`src/design/dsdas_pkg.sv`:
```
// Shared types and constants for the dual sensor decimate, average and scale block.
// Holds the field widths, the reset values of the settings registers and the register
// index codes. Used by dual_sensor_decimate_average_scale.
package dsdas_pkg;

  // Field widths
  localparam int SAMPLE_W = 12;   // raw converter reading
  localparam int GSUM_W   = 15;   // group sum
  localparam int AVG_W    = 12;   // block average
  localparam int WSUM_W   = 16;   // window sum over the history
  localparam int GAIN_W   = 16;
  localparam int OFFS_W   = 16;
  localparam int EC_W     = 11;   // conductivity result, hundredths
  localparam int TEMP_W   = 14;   // temperature result, hundredths
  localparam int THR_W    = 10;
  localparam int LEC_W    = 12;   // last conductivity shown, signed

  // Settings port
  localparam int CFG_IDX_W  = 3;
  localparam int CFG_DATA_W = 16;

  typedef enum logic [CFG_IDX_W-1:0] {
    CFG_EC_GAIN        = 3'd0,
    CFG_TEMP_GAIN      = 3'd1,
    CFG_TEMP_OFFSET    = 3'd2,
    CFG_EC_MAX         = 3'd3,
    CFG_TEMP_MIN       = 3'd4,
    CFG_TEMP_MAX       = 3'd5,
    CFG_EC_THRESHOLD   = 3'd6,
    CFG_TEMP_THRESHOLD = 3'd7
  } cfg_idx_t;

  // Reset values of the settings registers
  localparam logic [GAIN_W-1:0]        EC_GAIN_RST        = 16'd3670;
  localparam logic [GAIN_W-1:0]        TEMP_GAIN_RST      = 16'd26214;
  localparam logic signed [OFFS_W-1:0] TEMP_OFFSET_RST    = -16'sd1300;
  localparam logic [EC_W-1:0]          EC_MAX_RST         = 11'd700;
  localparam logic signed [TEMP_W-1:0] TEMP_MIN_RST       = -14'sd1000;
  localparam logic signed [TEMP_W-1:0] TEMP_MAX_RST       = 14'sd5000;
  localparam logic [THR_W-1:0]         EC_THRESHOLD_RST   = 10'd10;
  localparam logic [THR_W-1:0]         TEMP_THRESHOLD_RST = 10'd1;

  // Last values shown start at -1.00
  localparam logic signed [LEC_W-1:0]  LAST_EC_RST   = -12'sd100;
  localparam logic signed [TEMP_W-1:0] LAST_TEMP_RST = -14'sd100;

  // Reciprocal divide by the group size: exact for every 15-bit sum and group sizes up to 8
  localparam int DIV_SH = 18;

endpackage

```
`src/design/dual_sensor_decimate_average_scale.sv`:
```
// Top level of the dual sensor decimate, average and scale block: group sums, history,
// window sums, Q16 scaling, clamps and change flags in one pipeline.
// Depends on dsdas_pkg.
//
//   channel | direction | handshake            | payload
//   --------+-----------+----------------------+-----------------------------------------
//   in_     | input     | in_tvalid/in_tready   | tdata: ec_sample, temp_sample; tuser: restart
//   out_    | output    | out_tvalid/out_tready | tdata: ec_centi, temp_centi; tuser: flags
//   cfg_    | input     | cfg_valid/cfg_ready   | cfg_index, cfg_data
//
// One sample pair is taken every cycle while in_tready is high; a result passes through
// the five register stages (group sum, divide, history, multiply, clamp) and then the
// output register after the beat that completes its group.
// Reset clears all control state, histories, window sums and last values shown at once.
// All stages advance together; when a result waits at the output, the pipeline and
// in_tready hold until out_tready takes it. cfg_ready is always high.
module dual_sensor_decimate_average_scale #(
  parameter int GROUP_SIZE    = 5,
  parameter int HISTORY_DEPTH = 10
) (
  input  logic                                clk,
  input  logic                                rst_n,
  // Sample pairs
  input  logic                                in_tvalid,
  output logic                                in_tready,
  input  logic [2*dsdas_pkg::SAMPLE_W-1:0]    in_tdata,   // [11:0] ec_sample, [23:12] temp_sample
  input  logic                                in_tuser,   // [0] restart
  // Results
  output logic                                out_tvalid,
  input  logic                                out_tready,
  output logic [31:0]                         out_tdata,  // [10:0] ec_centi, [24:11] temp_centi, zero pad
  output logic [1:0]                          out_tuser,  // [0] ec_changed, [1] temp_changed
  // Settings writes
  input  logic                                cfg_valid,
  output logic                                cfg_ready,
  input  logic [dsdas_pkg::CFG_IDX_W-1:0]     cfg_index,
  input  logic [dsdas_pkg::CFG_DATA_W-1:0]    cfg_data
);
  import dsdas_pkg::*;

  localparam int CNT_W  = $clog2(GROUP_SIZE + 1);
  localparam int RCP_W  = DIV_SH + 1;
  localparam int PROD_W = GSUM_W + RCP_W;
  localparam logic [RCP_W-1:0] RECIP =
    RCP_W'(((1 << DIV_SH) + GROUP_SIZE - 1) / GROUP_SIZE);
  localparam logic [CNT_W-1:0] GROUP_LAST = CNT_W'(GROUP_SIZE);

  // ---------------------------------------------------------------------------
  // Settings registers
  // ---------------------------------------------------------------------------
  logic [GAIN_W-1:0]        ec_gain_r, temp_gain_r;
  logic signed [OFFS_W-1:0] temp_offset_r;
  logic [EC_W-1:0]          ec_max_r;
  logic signed [TEMP_W-1:0] temp_min_r, temp_max_r;
  logic [THR_W-1:0]         ec_thr_r, temp_thr_r;

  assign cfg_ready = 1'b1;

  // Write one register per beat
  always_ff @(posedge clk) begin
    if (!rst_n) begin
      ec_gain_r     <= EC_GAIN_RST;
      temp_gain_r   <= TEMP_GAIN_RST;
      temp_offset_r <= TEMP_OFFSET_RST;
      ec_max_r      <= EC_MAX_RST;
      temp_min_r    <= TEMP_MIN_RST;
      temp_max_r    <= TEMP_MAX_RST;
      ec_thr_r      <= EC_THRESHOLD_RST;
      temp_thr_r    <= TEMP_THRESHOLD_RST;
    end else if (cfg_valid && cfg_ready) begin
      unique case (cfg_idx_t'(cfg_index))
        CFG_EC_GAIN:        ec_gain_r     <= cfg_data;
        CFG_TEMP_GAIN:      temp_gain_r   <= cfg_data;
        CFG_TEMP_OFFSET:    temp_offset_r <= cfg_data;
        CFG_EC_MAX:         ec_max_r      <= cfg_data[EC_W-1:0];
        CFG_TEMP_MIN:       temp_min_r    <= cfg_data[TEMP_W-1:0];
        CFG_TEMP_MAX:       temp_max_r    <= cfg_data[TEMP_W-1:0];
        CFG_EC_THRESHOLD:   ec_thr_r      <= cfg_data[THR_W-1:0];
        CFG_TEMP_THRESHOLD: temp_thr_r    <= cfg_data[THR_W-1:0];
      endcase
    end
  end

  // ---------------------------------------------------------------------------
  // Pipeline advance: every stage moves when the output register is free
  // ---------------------------------------------------------------------------
  logic adv;
  logic in_acc;
  logic out_vld_r;

  assign adv       = !out_vld_r || out_tready;
  assign in_tready = adv;
  assign in_acc    = in_tvalid && adv;

  // ---------------------------------------------------------------------------
  // Stage 1: group accumulation
  // ---------------------------------------------------------------------------
  logic [SAMPLE_W-1:0] ec_s, tp_s;
  logic [CNT_W-1:0]    cnt_r, cnt_base, cnt_inc;
  logic [GSUM_W-1:0]   ec_gsum_r, tp_gsum_r, ec_gsum_nxt, tp_gsum_nxt;
  logic                clr_pend_r;
  logic                grp_done;
  logic                s1_vld_r, s1_clr_r;
  logic [GSUM_W-1:0]   s1_ec_sum_r, s1_tp_sum_r;

  assign ec_s = in_tdata[SAMPLE_W-1:0];
  assign tp_s = in_tdata[2*SAMPLE_W-1:SAMPLE_W];

  // Restart starts the group afresh before this beat is added
  always_comb begin
    cnt_base    = in_tuser ? '0 : cnt_r;
    cnt_inc     = cnt_base + 1'b1;
    ec_gsum_nxt = (in_tuser ? '0 : ec_gsum_r) + GSUM_W'(ec_s);
    tp_gsum_nxt = (in_tuser ? '0 : tp_gsum_r) + GSUM_W'(tp_s);
    grp_done    = (cnt_inc == GROUP_LAST);
  end

  // Hold the group state; a pending restart rides with the next finished group
  always_ff @(posedge clk) begin
    if (!rst_n) begin
      cnt_r      <= '0;
      ec_gsum_r  <= '0;
      tp_gsum_r  <= '0;
      clr_pend_r <= 1'b0;
    end else if (in_acc) begin
      if (grp_done) begin
        cnt_r      <= '0;
        ec_gsum_r  <= '0;
        tp_gsum_r  <= '0;
        clr_pend_r <= 1'b0;
      end else begin
        cnt_r      <= cnt_inc;
        ec_gsum_r  <= ec_gsum_nxt;
        tp_gsum_r  <= tp_gsum_nxt;
        clr_pend_r <= clr_pend_r | in_tuser;
      end
    end
  end

  always_ff @(posedge clk) begin
    if (!rst_n) begin
      s1_vld_r <= 1'b0;
    end else if (adv) begin
      s1_vld_r <= in_acc && grp_done;
    end
  end

  always_ff @(posedge clk) begin
    if (adv) begin
      s1_ec_sum_r <= ec_gsum_nxt;
      s1_tp_sum_r <= tp_gsum_nxt;
      s1_clr_r    <= clr_pend_r | in_tuser;
    end
  end

  // ---------------------------------------------------------------------------
  // Stage 2: block average, divide by the group size through a reciprocal
  // ---------------------------------------------------------------------------
  logic [PROD_W-1:0] ec_quo, tp_quo;
  logic              s2_vld_r, s2_clr_r;
  logic [AVG_W-1:0]  s2_ec_avg_r, s2_tp_avg_r;

  assign ec_quo = PROD_W'(s1_ec_sum_r) * PROD_W'(RECIP);
  assign tp_quo = PROD_W'(s1_tp_sum_r) * PROD_W'(RECIP);

  always_ff @(posedge clk) begin
    if (!rst_n) begin
      s2_vld_r <= 1'b0;
    end else if (adv) begin
      s2_vld_r <= s1_vld_r;
    end
  end

  always_ff @(posedge clk) begin
    if (adv) begin
      s2_ec_avg_r <= ec_quo[DIV_SH +: AVG_W];
      s2_tp_avg_r <= tp_quo[DIV_SH +: AVG_W];
      s2_clr_r    <= s1_clr_r;
    end
  end

  // ---------------------------------------------------------------------------
  // Stage 3: history shift line and running window sums
  // ---------------------------------------------------------------------------
  logic [AVG_W-1:0]  ec_hist_r [HISTORY_DEPTH];
  logic [AVG_W-1:0]  tp_hist_r [HISTORY_DEPTH];
  logic [AVG_W-1:0]  ec_oldest, tp_oldest;
  logic [WSUM_W-1:0] ec_wsum_r, tp_wsum_r, ec_wsum_nxt, tp_wsum_nxt;
  logic              s3_vld_r, s3_clr_r;

  // Drop the oldest average, add the new one; a restart empties the window first
  always_comb begin
    ec_oldest   = s2_clr_r ? '0 : ec_hist_r[0];
    tp_oldest   = s2_clr_r ? '0 : tp_hist_r[0];
    ec_wsum_nxt = (s2_clr_r ? '0 : ec_wsum_r) - WSUM_W'(ec_oldest) + WSUM_W'(s2_ec_avg_r);
    tp_wsum_nxt = (s2_clr_r ? '0 : tp_wsum_r) - WSUM_W'(tp_oldest) + WSUM_W'(s2_tp_avg_r);
  end

  always_ff @(posedge clk) begin
    if (!rst_n) begin
      for (int i = 0; i < HISTORY_DEPTH; i++) begin
        ec_hist_r[i] <= '0;
        tp_hist_r[i] <= '0;
      end
      ec_wsum_r <= '0;
      tp_wsum_r <= '0;
    end else if (adv && s2_vld_r) begin
      for (int i = 0; i < HISTORY_DEPTH - 1; i++) begin
        ec_hist_r[i] <= s2_clr_r ? '0 : ec_hist_r[i+1];
        tp_hist_r[i] <= s2_clr_r ? '0 : tp_hist_r[i+1];
      end
      ec_hist_r[HISTORY_DEPTH-1] <= s2_ec_avg_r;
      tp_hist_r[HISTORY_DEPTH-1] <= s2_tp_avg_r;
      ec_wsum_r <= ec_wsum_nxt;
      tp_wsum_r <= tp_wsum_nxt;
    end
  end

  always_ff @(posedge clk) begin
    if (!rst_n) begin
      s3_vld_r <= 1'b0;
    end else if (adv) begin
      s3_vld_r <= s2_vld_r;
    end
  end

  always_ff @(posedge clk) begin
    if (adv) begin
      s3_clr_r <= s2_clr_r;
    end
  end

  // ---------------------------------------------------------------------------
  // Stage 4: Q16 scaling, one multiply per channel
  // ---------------------------------------------------------------------------
  logic [2*WSUM_W-1:0] ec_prod, tp_prod;
  logic                s4_vld_r, s4_clr_r;
  logic [WSUM_W-1:0]   s4_ec_sc_r, s4_tp_sc_r;

  assign ec_prod = (2*WSUM_W)'(ec_wsum_r) * (2*WSUM_W)'(ec_gain_r);
  assign tp_prod = (2*WSUM_W)'(tp_wsum_r) * (2*WSUM_W)'(temp_gain_r);

  always_ff @(posedge clk) begin
    if (!rst_n) begin
      s4_vld_r <= 1'b0;
    end else if (adv) begin
      s4_vld_r <= s3_vld_r;
    end
  end

  always_ff @(posedge clk) begin
    if (adv) begin
      s4_ec_sc_r <= ec_prod[2*WSUM_W-1:WSUM_W];
      s4_tp_sc_r <= tp_prod[2*WSUM_W-1:WSUM_W];
      s4_clr_r   <= s3_clr_r;
    end
  end

  // ---------------------------------------------------------------------------
  // Stage 5: temperature offset and clamps
  // ---------------------------------------------------------------------------
  logic [EC_W-1:0]          ec_clamp;
  logic signed [17:0]       tp_sum, tp_min18, tp_max18;
  logic signed [TEMP_W-1:0] tp_clamp;
  logic                     s5_vld_r, s5_clr_r;
  logic [EC_W-1:0]          s5_ec_r;
  logic signed [TEMP_W-1:0] s5_tp_r;

  always_comb begin
    ec_clamp = (s4_ec_sc_r > WSUM_W'(ec_max_r)) ? ec_max_r : s4_ec_sc_r[EC_W-1:0];
    tp_sum   = $signed({2'b00, s4_tp_sc_r}) + 18'(temp_offset_r);
    tp_min18 = 18'(temp_min_r);
    tp_max18 = 18'(temp_max_r);
    // Upper clamp is tested first: with crossed limits a sum above the maximum gives the maximum, any other the minimum
    priority if (tp_sum > tp_max18) begin
      tp_clamp = temp_max_r;
    end else if (tp_sum < tp_min18) begin
      tp_clamp = temp_min_r;
    end else begin
      tp_clamp = tp_sum[TEMP_W-1:0];
    end
  end

  always_ff @(posedge clk) begin
    if (!rst_n) begin
      s5_vld_r <= 1'b0;
    end else if (adv) begin
      s5_vld_r <= s4_vld_r;
    end
  end

  always_ff @(posedge clk) begin
    if (adv) begin
      s5_ec_r  <= ec_clamp;
      s5_tp_r  <= tp_clamp;
      s5_clr_r <= s4_clr_r;
    end
  end

  // ---------------------------------------------------------------------------
  // Output stage: change test against the last values shown
  // ---------------------------------------------------------------------------
  logic signed [LEC_W-1:0]  last_ec_r, last_ec_base;
  logic signed [TEMP_W-1:0] last_tp_r, last_tp_base;
  logic signed [LEC_W:0]    ec_diff;
  logic signed [TEMP_W:0]   tp_diff;
  logic [LEC_W:0]           ec_mag;
  logic [TEMP_W:0]          tp_mag;
  logic                     ec_chg, tp_chg;
  logic [EC_W-1:0]          out_ec_r;
  logic signed [TEMP_W-1:0] out_tp_r;
  logic                     out_ec_chg_r, out_tp_chg_r;

  always_comb begin
    last_ec_base = s5_clr_r ? LAST_EC_RST : last_ec_r;
    last_tp_base = s5_clr_r ? LAST_TEMP_RST : last_tp_r;
    ec_diff      = $signed({2'b00, s5_ec_r}) - (LEC_W+1)'(last_ec_base);
    tp_diff      = (TEMP_W+1)'(s5_tp_r) - (TEMP_W+1)'(last_tp_base);
    ec_mag       = ec_diff[LEC_W] ? (LEC_W+1)'(-ec_diff) : ec_diff;
    tp_mag       = tp_diff[TEMP_W] ? (TEMP_W+1)'(-tp_diff) : tp_diff;
    ec_chg       = ec_mag > (LEC_W+1)'(ec_thr_r);
    tp_chg       = tp_mag > (TEMP_W+1)'(temp_thr_r);
  end

  // Advance the last values shown only when flagged; otherwise a restart returns them to -1.00
  always_ff @(posedge clk) begin
    if (!rst_n) begin
      last_ec_r <= LAST_EC_RST;
      last_tp_r <= LAST_TEMP_RST;
    end else if (adv && s5_vld_r) begin
      last_ec_r <= ec_chg ? $signed({1'b0, s5_ec_r}) : last_ec_base;
      last_tp_r <= tp_chg ? s5_tp_r : last_tp_base;
    end
  end

  always_ff @(posedge clk) begin
    if (!rst_n) begin
      out_vld_r <= 1'b0;
    end else if (adv) begin
      out_vld_r <= s5_vld_r;
    end
  end

  always_ff @(posedge clk) begin
    if (adv) begin
      out_ec_r     <= s5_ec_r;
      out_tp_r     <= s5_tp_r;
      out_ec_chg_r <= ec_chg;
      out_tp_chg_r <= tp_chg;
    end
  end

  assign out_tvalid = out_vld_r;
  assign out_tdata  = {{(32 - EC_W - TEMP_W){1'b0}}, out_tp_r, out_ec_r};
  assign out_tuser  = {out_tp_chg_r, out_ec_chg_r};

endmodule
```
`config.mk`:
```
export PLATFORM = sky130hd
export DESIGN_NAME = dual_sensor_decimate_average_scale
export DESIGN_NICKNAME = d
export VERILOG_FILES = /design/src/design/dsdas_pkg.sv /design/src/design/dual_sensor_decimate_average_scale.sv
export SDC_FILE = /design/constraint.sdc
export NUM_CORES = 2
export LEC_CHECK = 0
export BUFFER_PORTS_ARGS = -buffer_cell sky130_fd_sc_hd__buf_2
export CORE_ASPECT_RATIO = 0.8
export CORE_MARGIN = 5
export CORE_UTILIZATION = 50
export CTS_CLUSTER_SIZE = 10
export DETAILED_ROUTE_END_ITERATION = 12
export PLACE_DENSITY = 0.66
export SYNTH_ARGS = -nofsm -noshare
export SYNTH_HDL_FRONTEND = slang
export SYNTH_SLANG_ARGS = --single-unit
```
`constraint.sdc`:
```
create_clock -name clk -period 8.25 [get_ports clk]
set_input_delay 0 -clock clk [delete_from_list [all_inputs] [get_ports clk]]
set_output_delay 0 -clock clk [all_outputs]
set_load 0.02 [all_outputs]
```
Word-level counts from Yosys, hierarchy flattened
Memories as Yosys holds them, arrays and structs flattened. Cells that the tools add are included.

Bits in registers: 348. Memory bits (writable): 240. Logic and storage cells: 168. Memories kept: 2.

$add $sub $neg: 12. Multipliers: 4. Order comparisons: 5. Eq/ne operators: 8. Mux-type cells: 62. Bitwise operators: 21. Reduce and logical (&&, ||, !) cells: 15.

Memory list: ec_hist_r (words 10, width 12, rd ports 10, clocked after Yosys merged registers in 0, write ports 10, RTL line dual_sensor_decimate_average_scale.sv:185) `logic [AVG_W-1:0] ec_hist_r [HISTORY_DEPTH];`; tp_hist_r (words 10, width 12, rd ports 10, clocked after Yosys merged registers in 0, write ports 10, RTL line dual_sensor_decimate_average_scale.sv:186) `logic [AVG_W-1:0] tp_hist_r [HISTORY_DEPTH];`.

Operators with widths (count): $mux 12 (42); $mux 15 (5); $mul 16x16->32 (2); $mul 15x16->30 const B (2); $mux 14 (4); $add 16x12->16 (2); $mux 16 (2); $sub 16x12->16 (2); $add 15x12->15 (2); $or 1x1->1 (21); $add 17x16->18 (1); $gt 18x14->1 (1); $lt 18x14->1 (1); $gt 16x11->1 (1); $reduce_and 2->1 (8); $eq 3x3->1 const B (5); $gt 15x10->1 (1); $neg 15->15 (1); $sub 14x14->15 (1); $gt 13x10->1 (1); $mux 13 (1); $neg 13->13 (1); $sub 12x12->13 (1); $mux 11 (1); other kinds (9) (18).

Longest topological paths before layout
Word-level depth: 7. Gate-level depth with buffers: 26.

Least setup slack after synthesis
OpenSTA, ideal clock, no wires.

Path kind: reg-to-reg. Start: reg ec_gain_r[1]. End: reg s4_ec_sc_r[14] (data pin). Setup time: 0.258 ns. Arrival: 6.270 ns. Setup slack: 1.723 ns. Cell stages (with the launch flop): 23. Buffers on the path: 1. Period minus slack after synthesis: 6.527 ns. Cell sequence: dfxtp_1 > clkbuf_1 > nand2_1 > fa_1 > fa_1 > fa_1 > inv_1 > fa_1 > fa_1 > inv_1 > fa_1 > inv_1 > ha_1 > a211o_1 > a211oi_1 > a211o_1 > a211oi_1 > nor3_1 > a21oi_1 > a41o_1 > a211o_1 > a21oi_1 > xnor2_1.

Cells in the longest elaborated chain, start to end: 1.

RTL lines: start: declaration (RTL line dual_sensor_decimate_average_scale.sv:51) `logic [GAIN_W-1:0] ec_gain_r, temp_gain_r;`; start signal: assignment (RTL line dual_sensor_decimate_average_scale.sv:72) `CFG_EC_GAIN: ec_gain_r <= cfg_data;`; $mul 16x16->32 (RTL line dual_sensor_decimate_average_scale.sv:240) `assign ec_prod = (2*WSUM_W)'(ec_wsum_r) * (2*WSUM_W)'(ec_gain_r);`; via ec_prod[30] (RTL line dual_sensor_decimate_average_scale.sv:236) `logic [2*WSUM_W-1:0] ec_prod, tp_prod;`; end signal: assignment (RTL line dual_sensor_decimate_average_scale.sv:253) `s4_ec_sc_r <= ec_prod[2*WSUM_W-1:WSUM_W];`; end: declaration (RTL line dual_sensor_decimate_average_scale.sv:238) `logic [WSUM_W-1:0] s4_ec_sc_r, s4_tp_sc_r;`.

The timed path passes the listed nets, and every way through them passes these cells. A chain may end at the register's enable or synchronous reset.

Worst setup path after layout
Start: reg ec_wsum_r[10]. End: reg s4_ec_sc_r[14] (data pin).

Cells in the longest elaborated chain, start to end: 1.

RTL lines: start: declaration (RTL line dual_sensor_decimate_average_scale.sv:188) `logic [WSUM_W-1:0] ec_wsum_r, tp_wsum_r, ec_wsum_nxt, tp_wsum_nxt;`; start signal: assignment (RTL line dual_sensor_decimate_average_scale.sv:214) `ec_wsum_r <= ec_wsum_nxt;`; $mul 16x16->32 (RTL line dual_sensor_decimate_average_scale.sv:240); via ec_prod[30] (RTL line dual_sensor_decimate_average_scale.sv:236).

The timed path passes the listed nets, and every way through them passes these cells.

==> impl_metrics.toml <==
[synthesis]
synth_top_area_share_pct = 22.37
synth_largest_area_cell = "edfxtp_1"
synthFlopType = "edfxtp_1"
ys_types = 83
synthesis.instances = 5144
async_flop_share_pct = 0
netlist_area_um2 = 51420
seq_area_frac_synth_pct = 30.35
synth_common_cells = "inv_1 (850), nand2_1 (600), ha_1 (586)"
yosysMostFrequentCell = "inv_1"
synth.avg_cell_area_um2 = 9.997
synth_edf_count = 383
synth-seq-cells = 588
synthTopCellsByArea = "edfxtp_1 (22%), fa_1 (21%), ha_1 (14%)"
yosys_warnings = 0

[cells_and_area]
syn_to_final_growth_pct = 8.351
ff_latch_area_um2 = 15610
nNetsFinal = 6354
fillers = 8933
multiInputGateArea_um2 = 31820
fin_cells = 6577
final_layout_size_suffix_gt1_share_pct = 4.505

[worst_setup_path]
worstSetupStartpointType = "flip-flop"
worstSetupEndpointType = "flip-flop"
r2r_slack_ps = 1150
path_max_fanout = 18
critPathKind = "reg -> reg"
required_ps = 8660
crit_arrival_ps = 7500

[grt]
grt_first_pass_wirelength_mm = 184.0
antenna_found_initial = 0
gr-max-usage-layer = "met2"
grtUsageMet2_pct = 31.44
met3_usage_pct = 3.215
grt_usage_pct = 20.69
met1_usage_pct = 31.04
grt_start_max_net_pins = 162
grt_pass1_vias = 34830
grt_overflow_total = 0

[routing]
dr.pass1.iters = 5
drc = 0
postRouteAntennaNets = 0
detail_route.iter0.violations = 2296
wl_mm = 111.8
vias_per_cell = 5.250
route.detailed.wl_per_inst_um = 17.00
num_vias = 34530

[hold_path]
hp-class = "in -> reg"

[run]
maxCapViolations = 0

[floorplanning]
fp.dieH_um = 296.8
coreArea_um2 = 102300
num_rows = 105
dieArea_um2 = 109400
initial_core_util_pct = 50.25
die_w_um = 368.6
ioPinCount = 86

[timing]
rsz0062_at_grt = "no"
relSlewSlack_pct = 13.85
fmax_mhz = 140.9
clock_skew_ps = 51.70
setup_viol = 0
tns_ps = 0
timing.final.ws_setup_ps = 1155
maxSlewViolCount = 0
period_minus_slack_ps = 7095
worstMarginPinSlew_ps = 1288
whs_ps = 253.5
hold_viol = 0
period_share_pct = 86.01

[clocking]
cts_hold_buffers = 56
clkTransAtPathRegs_ps = 60
clk_path_buf_depth = 3
cts_sinks = 588
clock_latency_ps = 660
cts_resized = 0
cts_root_buf = "clkbuf_16"
htreeDepth = 3
cts_setup_buffers = 0
cts_tree = "done"
cts_buffers = 71

[place]
hpwl_mm = 83.88
gp_congestion = 0.8643
dp_slack_ps = 1181
place_inst = 6394
numPortBuffers = 77

[power]
cellPowerDensity_nw_per_um2 = 232.6
leakage_uw = 0.02632
peakVddDrop_v = 0.0003758

[status]
outcome = "complete, no violations"
[cell families (layout without fill, tap and decap cells)]
| family | count (synthesis) | in the layout | share of synthesized area (%) |
|---|---|---|---|
| AO/OA/AOI/OAI | 591 | 591 | 7.939 |
| XOR/XNOR | 152 | 152 | 2.589 |
| adder cells (fa/ha/maj) | 1119 | 1119 | 35.01 |
| buffers and inverters | 1059 | 1148 | 7.883 |
| flip-flops | 588 | 588 | 30.35 |
| multiplexers | 20 | 20 | 0.3942 |
| other | 2 | 9 | 0.01460 |
| AND/OR/NAND/NOR | 1613 | 1613 | 15.83 |
[layout by cell type, fill, tap and decap left out, types with 56 or more instances in the layout]
| cell | count |
|---|---|
| buf_2 | 76 |
| nand3_1 | 84 |
| ha_1 | 586 |
| edfxtp_1 | 383 |
| and2_1 | 465 |
| fa_1 | 533 |
| dlygate4sd3_1 | 56 |
| nor2_1 | 152 |
| dfxtp_1 | 205 |
| o21ai_0 | 101 |
| nor2b_1 | 99 |
| nand2_1 | 600 |
| a21boi_0 | 82 |
| xnor2_1 | 101 |
| nand2b_1 | 64 |
| inv_1 | 848 |
| a21oi_1 | 115 |
| clkbuf_16 | 72 |
[through the flow]
step           power [uW]  cell area, um2  utilization [%]
3_3_place_gp         9865           52980            51.76
4_1_cts             13130           55710            54.44
6_report            12960           55720            54.44
3_5_place_dp        10040           52980            51.76
5_1_grt             14290           55710            54.44
2_1_floorplan        8475           51450                -
[routing by layer]
metal	wire [um]	up-vias	share of wire [%]
met4	2781	0	2.5
met5	0	-	0
met3	6392	146	5.7
li1	-	16730	-
met1	53990	16890	48
met2	48670	769	44
[worst max-delay path, stage by stage (launching register included)]
cell	delay, ps
dfxtp_1	750
nand2_1	170
fa_1	550
fa_1	470
fa_1	540
inv_1	50
fa_1	490
fa_1	490
inv_1	50
fa_1	470
inv_1	50
ha_1	300
a211o_1	290
a211oi_1	390
a211o_1	210
a211oi_1	80
nor3_1	270
buf_4	190
a21oi_1	150
a41o_1	320
a211o_1	300
a21oi_1	180
xnor2_1	80
[where the power goes]
part           internal, uW  leakage, uW  switching (uW)
combinational          2830       0.0195            3540
clock                  1700      0.00104            1270
sequential             3500      0.00576             121
total                  8030       0.0263            4930
[registers in the layout (all words and copies together) (netlist names), 15 cells and up]
register,flops
ec_gain_r,16
tp_hist_r,120
s4_ec_sc_r,16
s4_tp_sc_r,16
temp_gain_r,16
ec_wsum_r,16
tp_wsum_r,16
tp_gsum_r,15
s1_tp_sum_r,15
ec_hist_r,120
temp_offset_r,16
s1_ec_sum_r,15
ec_gsum_r,15
[final cells by class]
cell class              count  share of cell area, %
flip-flops and latches    588                  28.01
repair buffers            172                  2.228
inverters                 850                  5.749
well taps                1337                  3.002
multi-input cells        3503                  57.10
diodes                      1               0.004491
clock inverters            13                 0.3256
clock buffers             113                  3.582
[worst paths after layout]
check,start,endpoint,cells past startpoint
setup reg to reg,ec_wsum_r[10],s4_ec_sc_r[14],22
setup / recovery,ec_wsum_r[10],s4_ec_sc_r[14],22
hold / removal,in_tdata[0],s1_ec_sum_r[0],3
hold reg to reg,s4_clr_r,s5_clr_r,0
Power figures use the tool's default switching activity.
